--- src/sv/suk_pkg.sv ---
package suk_pkg;

    localparam int CAPACITY_DEF  = 16;
    localparam int KEY_WIDTH_DEF = 32;

    localparam int OPCODE_W = 2;
    localparam int STATUS_W = 3;

    localparam logic [OPCODE_W-1:0] OP_INSERT = 2'd0;
    localparam logic [OPCODE_W-1:0] OP_REMOVE = 2'd1;
    localparam logic [OPCODE_W-1:0] OP_SEARCH = 2'd2;
    localparam logic [OPCODE_W-1:0] OP_DUMP   = 2'd3;

    localparam logic [STATUS_W-1:0] ST_INSERTED  = 3'd0;
    localparam logic [STATUS_W-1:0] ST_REMOVED   = 3'd1;
    localparam logic [STATUS_W-1:0] ST_FOUND     = 3'd2;
    localparam logic [STATUS_W-1:0] ST_LISTED    = 3'd3;
    localparam logic [STATUS_W-1:0] ST_DUPLICATE = 3'd4;
    localparam logic [STATUS_W-1:0] ST_MISSING   = 3'd5;
    localparam logic [STATUS_W-1:0] ST_EMPTY     = 3'd6;
    localparam logic [STATUS_W-1:0] ST_FULL      = 3'd7;

    // Outcome of one signed key comparison.
    typedef struct packed {
        logic lt;
        logic eq;
    } cmp_res_t;

endpackage

--- src/sv/sorted_unique_key_table.sv ---
// Channel  | Direction | Ports                                     | Handshake
// request  | in        | s_opcode, s_key                           | s_valid / s_ready
// result   | out       | m_status, m_result_key, m_last            | m_valid / m_ready
//
// One request is worked on at a time; s_ready is high only while the sequencer is idle.
// Insert, remove and search read and compare the stored entries in order; an insert
// or remove then reads and writes each later entry to move it one place. An empty
// table answers remove, search and dump without a scan; a dump reads out each stored key.
// Reset (aresetn low, synchronous) empties the table at once; no clearing pass is needed.
// A stalled result port holds the sequencer at its next result; nothing is dropped.
module sorted_unique_key_table #(
    parameter int CAPACITY  = suk_pkg::CAPACITY_DEF,
    parameter int KEY_WIDTH = suk_pkg::KEY_WIDTH_DEF
) (
    input  logic                                 aclk,
    input  logic                                 aresetn,
    input  logic                                 s_valid,
    output logic                                 s_ready,
    input  logic [suk_pkg::OPCODE_W-1:0]         s_opcode,
    input  logic signed [KEY_WIDTH-1:0]          s_key,
    output logic                                 m_valid,
    input  logic                                 m_ready,
    output logic [suk_pkg::STATUS_W-1:0]         m_status,
    output logic signed [KEY_WIDTH-1:0]          m_result_key,
    output logic                                 m_last
);

    // Address bits reach every entry; the cursor and count also hold CAPACITY itself.
    localparam int ADDR_W = $clog2(CAPACITY);
    localparam int CNT_W  = $clog2(CAPACITY + 1);
    localparam logic [CNT_W-1:0] CNT_CAP = CNT_W'(CAPACITY);
    localparam logic [CNT_W-1:0] CNT_ONE = CNT_W'(1);

    typedef enum logic [10:0] {
        S_IDLE     = 11'b000_0000_0001,
        S_SCAN_RD  = 11'b000_0000_0010,
        S_SCAN_CMP = 11'b000_0000_0100,
        S_DECIDE   = 11'b000_0000_1000,
        S_SHIFT_RD = 11'b000_0001_0000,
        S_UP_WR    = 11'b000_0010_0000,
        S_DN_WR    = 11'b000_0100_0000,
        S_PUT      = 11'b000_1000_0000,
        S_RESP     = 11'b001_0000_0000,
        S_DUMP_RD  = 11'b010_0000_0000,
        S_DUMP_OUT = 11'b100_0000_0000
    } state_t;

    state_t                        state_reg, state_next;
    logic [suk_pkg::OPCODE_W-1:0]  op_reg, op_next;
    logic signed [KEY_WIDTH-1:0]   key_reg, key_next;
    logic [CNT_W-1:0]              cnt_reg, cnt_next;
    logic [CNT_W-1:0]              idx_reg, idx_next;
    logic [CNT_W-1:0]              pos_reg, pos_next;
    logic                          hit_reg, hit_next;
    logic [suk_pkg::STATUS_W-1:0]  resp_reg, resp_next;

    logic                          m_valid_reg, m_valid_next;
    logic [suk_pkg::STATUS_W-1:0]  m_status_reg, m_status_next;
    logic signed [KEY_WIDTH-1:0]   m_key_reg, m_key_next;
    logic                          m_last_reg, m_last_next;

    logic                          ram_we;
    logic [ADDR_W-1:0]             ram_waddr;
    logic signed [KEY_WIDTH-1:0]   ram_wdata;
    logic signed [KEY_WIDTH-1:0]   ram_rdata;
    suk_pkg::cmp_res_t             cmp_res;
    logic                          out_free;

    // The key store. The read port always follows the cursor, so the entry under the
    // cursor is on ram_rdata in the cycle after the cursor settles.
    suk_ram #(
        .WIDTH (KEY_WIDTH),
        .DEPTH (CAPACITY)
    ) u_ram (
        .aclk  (aclk),
        .we    (ram_we),
        .waddr (ram_waddr),
        .wdata (ram_wdata),
        .raddr (idx_reg[ADDR_W-1:0]),
        .rdata (ram_rdata)
    );

    // The one comparator, reused for every entry of a scan.
    suk_cmp #(
        .KEY_WIDTH (KEY_WIDTH)
    ) u_cmp (
        .stored_key (ram_rdata),
        .probe_key  (key_reg),
        .res        (cmp_res)
    );

    // The output register may be loaded when it is empty or its beat leaves now.
    assign out_free = !m_valid_reg || m_ready;

    always_comb begin
        state_next    = state_reg;
        op_next       = op_reg;
        key_next      = key_reg;
        cnt_next      = cnt_reg;
        idx_next      = idx_reg;
        pos_next      = pos_reg;
        hit_next      = hit_reg;
        resp_next     = resp_reg;
        m_valid_next  = m_valid_reg;
        m_status_next = m_status_reg;
        m_key_next    = m_key_reg;
        m_last_next   = m_last_reg;
        ram_we        = 1'b0;
        ram_waddr     = pos_reg[ADDR_W-1:0];
        ram_wdata     = key_reg;

        if (m_valid_reg && m_ready) begin
            m_valid_next = 1'b0;
        end

        case (state_reg)
            S_IDLE: begin
                if (s_valid) begin
                    op_next  = s_opcode;
                    key_next = s_key;
                    idx_next = '0;
                    if (cnt_reg == '0 && s_opcode != suk_pkg::OP_INSERT) begin
                        // Remove, search and dump of an empty table answer at once.
                        resp_next  = suk_pkg::ST_EMPTY;
                        state_next = S_RESP;
                    end else if (s_opcode == suk_pkg::OP_DUMP) begin
                        state_next = S_DUMP_RD;
                    end else begin
                        state_next = S_SCAN_RD;
                    end
                end
            end

            S_SCAN_RD: begin
                // Reaching the end of the stored entries means the key is absent.
                if (idx_reg == cnt_reg) begin
                    pos_next   = idx_reg;
                    hit_next   = 1'b0;
                    state_next = S_DECIDE;
                end else begin
                    state_next = S_SCAN_CMP;
                end
            end

            S_SCAN_CMP: begin
                if (cmp_res.lt) begin
                    idx_next   = idx_reg + CNT_ONE;
                    state_next = S_SCAN_RD;
                end else begin
                    pos_next   = idx_reg;
                    hit_next   = cmp_res.eq;
                    state_next = S_DECIDE;
                end
            end

            S_DECIDE: begin
                state_next = S_RESP;
                case (op_reg)
                    suk_pkg::OP_INSERT: begin
                        if (hit_reg) begin
                            resp_next = suk_pkg::ST_DUPLICATE;
                        end else if (cnt_reg == CNT_CAP) begin
                            resp_next = suk_pkg::ST_FULL;
                        end else if (pos_reg == cnt_reg) begin
                            state_next = S_PUT;
                        end else begin
                            // Move entries up one place, starting at the top.
                            idx_next   = cnt_reg - CNT_ONE;
                            state_next = S_SHIFT_RD;
                        end
                    end
                    suk_pkg::OP_REMOVE: begin
                        if (!hit_reg) begin
                            resp_next = suk_pkg::ST_MISSING;
                        end else if (pos_reg + CNT_ONE == cnt_reg) begin
                            cnt_next  = cnt_reg - CNT_ONE;
                            resp_next = suk_pkg::ST_REMOVED;
                        end else begin
                            // Close the gap by moving later entries down one place.
                            idx_next   = pos_reg + CNT_ONE;
                            state_next = S_SHIFT_RD;
                        end
                    end
                    default: begin
                        resp_next = hit_reg ? suk_pkg::ST_FOUND : suk_pkg::ST_MISSING;
                    end
                endcase
            end

            S_SHIFT_RD: begin
                state_next = (op_reg == suk_pkg::OP_INSERT) ? S_UP_WR : S_DN_WR;
            end

            S_UP_WR: begin
                ram_we    = 1'b1;
                ram_waddr = idx_reg[ADDR_W-1:0] + ADDR_W'(1);
                ram_wdata = ram_rdata;
                if (idx_reg == pos_reg) begin
                    state_next = S_PUT;
                end else begin
                    idx_next   = idx_reg - CNT_ONE;
                    state_next = S_SHIFT_RD;
                end
            end

            S_DN_WR: begin
                ram_we    = 1'b1;
                ram_waddr = idx_reg[ADDR_W-1:0] - ADDR_W'(1);
                ram_wdata = ram_rdata;
                if (idx_reg + CNT_ONE == cnt_reg) begin
                    cnt_next   = cnt_reg - CNT_ONE;
                    resp_next  = suk_pkg::ST_REMOVED;
                    state_next = S_RESP;
                end else begin
                    idx_next   = idx_reg + CNT_ONE;
                    state_next = S_SHIFT_RD;
                end
            end

            S_PUT: begin
                ram_we     = 1'b1;
                cnt_next   = cnt_reg + CNT_ONE;
                resp_next  = suk_pkg::ST_INSERTED;
                state_next = S_RESP;
            end

            S_RESP: begin
                // Every single-beat answer echoes the request key; a removed or found
                // entry equals it.
                if (out_free) begin
                    m_valid_next  = 1'b1;
                    m_status_next = resp_reg;
                    m_key_next    = key_reg;
                    m_last_next   = 1'b1;
                    state_next    = S_IDLE;
                end
            end

            S_DUMP_RD: begin
                state_next = S_DUMP_OUT;
            end

            S_DUMP_OUT: begin
                if (out_free) begin
                    m_valid_next  = 1'b1;
                    m_status_next = suk_pkg::ST_LISTED;
                    m_key_next    = ram_rdata;
                    m_last_next   = (idx_reg + CNT_ONE == cnt_reg);
                    if (idx_reg + CNT_ONE == cnt_reg) begin
                        state_next = S_IDLE;
                    end else begin
                        idx_next   = idx_reg + CNT_ONE;
                        state_next = S_DUMP_RD;
                    end
                end
            end

            default: begin
                state_next = S_IDLE;
            end
        endcase
    end

    always_ff @(posedge aclk) begin
        if (!aresetn) begin
            state_reg   <= S_IDLE;
            cnt_reg     <= '0;
            m_valid_reg <= 1'b0;
        end else begin
            state_reg   <= state_next;
            cnt_reg     <= cnt_next;
            m_valid_reg <= m_valid_next;
        end
    end

    always_ff @(posedge aclk) begin
        op_reg       <= op_next;
        key_reg      <= key_next;
        idx_reg      <= idx_next;
        pos_reg      <= pos_next;
        hit_reg      <= hit_next;
        resp_reg     <= resp_next;
        m_status_reg <= m_status_next;
        m_key_reg    <= m_key_next;
        m_last_reg   <= m_last_next;
    end

    assign s_ready      = (state_reg == S_IDLE);
    assign m_valid      = m_valid_reg;
    assign m_status     = m_status_reg;
    assign m_result_key = m_key_reg;
    assign m_last       = m_last_reg;

endmodule

--- src/sv/suk_ram.sv ---
module suk_ram #(
    parameter int WIDTH = suk_pkg::KEY_WIDTH_DEF,
    parameter int DEPTH = suk_pkg::CAPACITY_DEF
) (
    input  logic                     aclk,
    input  logic                     we,
    input  logic [$clog2(DEPTH)-1:0] waddr,
    input  logic [WIDTH-1:0]         wdata,
    input  logic [$clog2(DEPTH)-1:0] raddr,
    output logic [WIDTH-1:0]         rdata
);

    logic [WIDTH-1:0] mem [DEPTH];

    always_ff @(posedge aclk) begin
        if (we) begin
            mem[waddr] <= wdata;
        end
        rdata <= mem[raddr];
    end

endmodule

--- src/sv/suk_cmp.sv ---
module suk_cmp #(
    parameter int KEY_WIDTH = suk_pkg::KEY_WIDTH_DEF
) (
    input  logic signed [KEY_WIDTH-1:0] stored_key,
    input  logic signed [KEY_WIDTH-1:0] probe_key,
    output suk_pkg::cmp_res_t           res
);

    // Two's complement order of the stored entry against the probe.
    assign res.lt = (stored_key < probe_key);
    assign res.eq = (stored_key == probe_key);

endmodule

--- config.mk ---
export PLATFORM = sky130hd
export DESIGN_NAME = sorted_unique_key_table
export DESIGN_NICKNAME = d
export VERILOG_FILES = /design/src/sv/suk_pkg.sv /design/src/sv/sorted_unique_key_table.sv /design/src/sv/suk_ram.sv /design/src/sv/suk_cmp.sv
export SDC_FILE = /design/constraint.sdc
export NUM_CORES = 1
export LEC_CHECK = 0
export BUFFER_PORTS_ARGS = -buffer_cell sky130_fd_sc_hd__buf_2
export CORE_MARGIN = 2
export CORE_UTILIZATION = 50
export CTS_BUF_LIST = sky130_fd_sc_hd__clkbuf_8
export CTS_CLUSTER_SIZE = 25
export DETAILED_ROUTE_END_ITERATION = 10
export PLACE_DENSITY = 0.71
export SLEW_MARGIN = 20
export SYNTH_ARGS = -nofsm -noshare
export SYNTH_HDL_FRONTEND = slang
export SYNTH_HIERARCHICAL = 1
export SYNTH_SLANG_ARGS = --single-unit
--- constraint.sdc ---
create_clock -name aclk -period 6.8 [get_ports aclk]
set_clock_uncertainty 0.2 [all_clocks]
set_input_delay 0.34 -clock aclk [delete_from_list [all_inputs] [get_ports aclk]]
set_output_delay 0.34 -clock aclk [all_outputs]
set_load 0.03 [all_outputs]
==> impl_metrics.py <==
metrics = {
    "status": {
        "status": "completed",
    },
    "floorplan": {
        "core-area_sq_um": 51510,
        "ioPinCount": 76,
        "num_rows": 83,
        "fp.dieH_um": 232.6,
        "die_w_um": 232.6,
        "fp.dieArea_sq_um": 54110,
        "start_util_pct": 50.74,
    },
    "logic_synthesis": {
        "yosysTopAreaCell": "edfxtp_1",
        "synth.most_common_cell": "edfxtp_1",
        "yosysSeqAreaShare_pct": 72.24,
        "syn_area_per_cell_sq_um": 18.56,
        "synth_area_leaders": "edfxtp_1, mux4_2, dfxtp_1",
        "syn-num-nets": 1487,
        "yosys-top-cells-count": "edfxtp_1, mux4_2, mux2_2, a22oi_1, nand2_1",
        "async_flop_share_pct": 0,
        "ys_types": 73,
        "syn_inst": 1408,
        "synth_edf_count": 596,
        "netlist_area_sq_um": 26130,
        "ys.flop_type": "edfxtp_1",
        "synth-seq-cells": 645,
        "synth_top_area_share_pct": 68.48,
        "yosysWarnings": 6,
    },
    "sta": {
        "slew_headroom_pct": 25.47,
        "hold_viol": 0,
        "period_share_pct": 69.48,
        "grt_setup_unrepaired": "false",
        "setup_viol": 0,
        "fin_ws_ps": 2076,
        "clock.fmax_mhz": 211.7,
        "slew_viol_final": 0,
        "tightest_slew_ps": 1116,
        "period_minus_slack_ps": 4724,
        "whs_ps": 153.1,
        "setup_tns_ps": 0,
    },
    "setup_path": {
        "rr_startpoint": "state_reg[2]",
        "crit_fanout": 23,
        "start_kind": "flip-flop",
        "reg2reg_to": "u_ram/mem[13][18]",
        "r2r_cells": 12,
        "critPathCapture": "u_ram/mem[13][18]",
        "end_kind": "flip-flop",
        "crit_family": "simple AND/OR/NAND/NOR gates",
        "startpoint": "state_reg[2]",
        "crit_buf_inv": 2,
        "rrSetupSlack_ps": 2080,
        "worstPathCellList": "nor4_4, nand4_1, inv_1, ha_1, a21o_1, a21oi_1, xor2_1, nand2_1, o211ai_1, nand3_1, nor2_4, buf_4",
        "worstSetupPathDepth": 12,
        "critPathKind": "reg -> reg",
        "crit_arrival_ps": 4890,
        "required_ps": 6970,
        "critPathSlowestCell": "nor2_4",
        "slowest_delay_ps": 930,
    },
    "final_layout": {
        "largest_reg_flops": 512,
        "area_delta_synth_final_pct": 14.29,
        "seq_area_sq_um": 18880,
        "finalNetCount": 1660,
        "drive_above_1_share_pct": 28.36,
        "nFillCells": 3859,
        "top_register": "u_ram/mem",
        "n_antenna_cell": 0,
        "multi_input_area_sq_um": 6904,
    },
    "placed_design": {
        "place.gp.congestion": 0.8414,
        "pre_cts_ws_ps": 2189,
        "dp_hpwl_mm": 33.22,
        "numPortBuffers": 75,
    },
    "clocking": {
        "htreeDepth": 3,
        "clock_latency_ps": 680,
        "cts.sinks": 645,
        "cts_tree": "built",
        "clk_pin_slew_ps": 70,
        "post_cts_buffers": 0,
        "clock-root-buffer": "clkbuf_8",
        "cts_buffers": 101,
        "cts_resized": 0,
        "clockBufferDepth": 3,
    },
    "route": {
        "drt_iter0_drc": 1575,
        "drc": 0,
        "wl_per_cell_um": 24.38,
        "drt-vias-per-instance": 5.934,
        "first_pass_iters": 5,
        "final_antenna_net_count": 0,
        "vias": 13930,
        "wirelength_mm": 57.24,
    },
    "grt": {
        "grt_overflow": 0,
        "grt_max_degree": 137,
        "grt_pass1_wl_mm": 86.24,
        "antenna_found_initial": 0,
        "track_usage_pct": 21.60,
        "grt_pass1_vias": 14050,
    },
    "power": {
        "cellLeakagePower_nw": 10.08,
        "power_density_nw_per_um2": 304.4,
        "max-vdd-ir-drop_mv": 0.1758,
    },
    "min_path": {
        "hold_class": "in -> reg",
    },
    "flow_run": {
        "drv_cap": 0,
    },
}
## cell families (layout without fill, tap and decap cells)
| logic type | count (synthesis) | after routing | synth area share [%] |
|---|---|---|---|
| adders and majority gates | 41 | 41 | 1.992 |
| DFF | 645 | 645 | 72.24 |
| and+or+nand+nor | 216 | 216 | 4.333 |
| muxes | 197 | 197 | 13.99 |
| xor gates and xnor gates | 36 | 36 | 1.259 |
| buffers and inverters | 115 | 375 | 1.905 |
| AOI/OAI and AO/OA | 158 | 158 | 4.285 |
## cell type report
type                    instances  share of cell area (%)
repair buffers                141                   3.523
well taps                     680                   2.849
inverters                      44                  0.5529
clock inverters                79                   1.642
flip-flops and latches        645                   63.20
clock buffers                 111                   5.115
multi-input cells             648                   23.11
## power breakdown
group	switching, mW	internal [mW]
Combinational	0.719	0.526
Sequential	0.125	4.52
Clock	1.50	1.70
Total	2.34	6.75
## worst min path at each step
stage	start	cells after the start	to
global placement	resp_reg[1]	1	m_status[1]
global route	s_key[22]	2	key_reg[22]
floorplan	s_key[0]	0	key_reg[0]
CTS	s_key[22]	2	key_reg[22]
detailed placement	resp_reg[0]	1	m_status[0]
finish	s_key[22]	2	key_reg[22]
## routing by layer
| layer | wire length [um] | track usage (%) | up-vias |
|---|---|---|---|
| met3 | 4150 | 4.179 | 105 |
| met4 | 1435 | 6.927 | 0 |
| met5 | 0 | 0 | - |
| met1 | 24510 | 30.89 | 7156 |
| met2 | 27140 | 33.79 | 611 |
| li1 | - | - | 6061 |
## timing repair
action | CTS | global route
hold buffers | 37 | 0
endpoints found under the setup margin | 0 | 0
endpoints found under the hold margin | 51 | 0
## cells in the final DEF (no fill, tap or decap), types with 4 or more instances in the layout
| cell | Yosys | routed |
|---|---|---|
| a22oi_1 | 65 | 65 |
| inv_1 | 43 | 79 |
| ha_1 | 40 | 40 |
| bufinv_16 | 0 | 5 |
| buf_2 | 8 | 75 |
| and2_1 | 7 | 6 |
| o22ai_1 | 5 | 5 |
| a221oi_1 | 4 | 4 |
| mux2_2 | 66 | 66 |
| mux4_2 | 128 | 128 |
| nor3_2 | 0 | 5 |
| nor2b_1 | 12 | 9 |
| clkinv_1 | 1 | 18 |
| clkinv_2 | 0 | 15 |
| nand2_1 | 65 | 65 |
| nor3_1 | 16 | 11 |
| nor2_1 | 48 | 35 |
| nor4_1 | 8 | 8 |
| edfxtp_1 | 596 | 596 |
| o211ai_1 | 4 | 4 |
| xor2_1 | 18 | 18 |
| nand4_1 | 12 | 12 |
| clkbuf_8 | 0 | 111 |
| o21ai_0 | 18 | 18 |
| nor2_4 | 0 | 13 |
| nand3_1 | 12 | 12 |
| dfxtp_1 | 49 | 49 |
| xnor2_1 | 17 | 17 |
| nor3b_1 | 4 | 4 |
| buf_4 | 9 | 23 |
| a21oi_1 | 25 | 25 |
| a21o_1 | 4 | 4 |
| nand2b_1 | 6 | 6 |
| dlygate4sd3_1 | 0 | 37 |
## per-stage QoR
stage	area (sq um)	utilization, %	power, mW	instances
final	29870	57.99	9.091	2348
after global routing	29870	57.99	9.449	2348
after CTS	29790	57.83	9.161	2345
after detailed placement	27400	53.19	5.944	2118
after global placement	27390	53.17	5.924	2117
after floorplan	26130	-	5.556	1408
No activity file was read; power rests on OpenSTA's default activity.
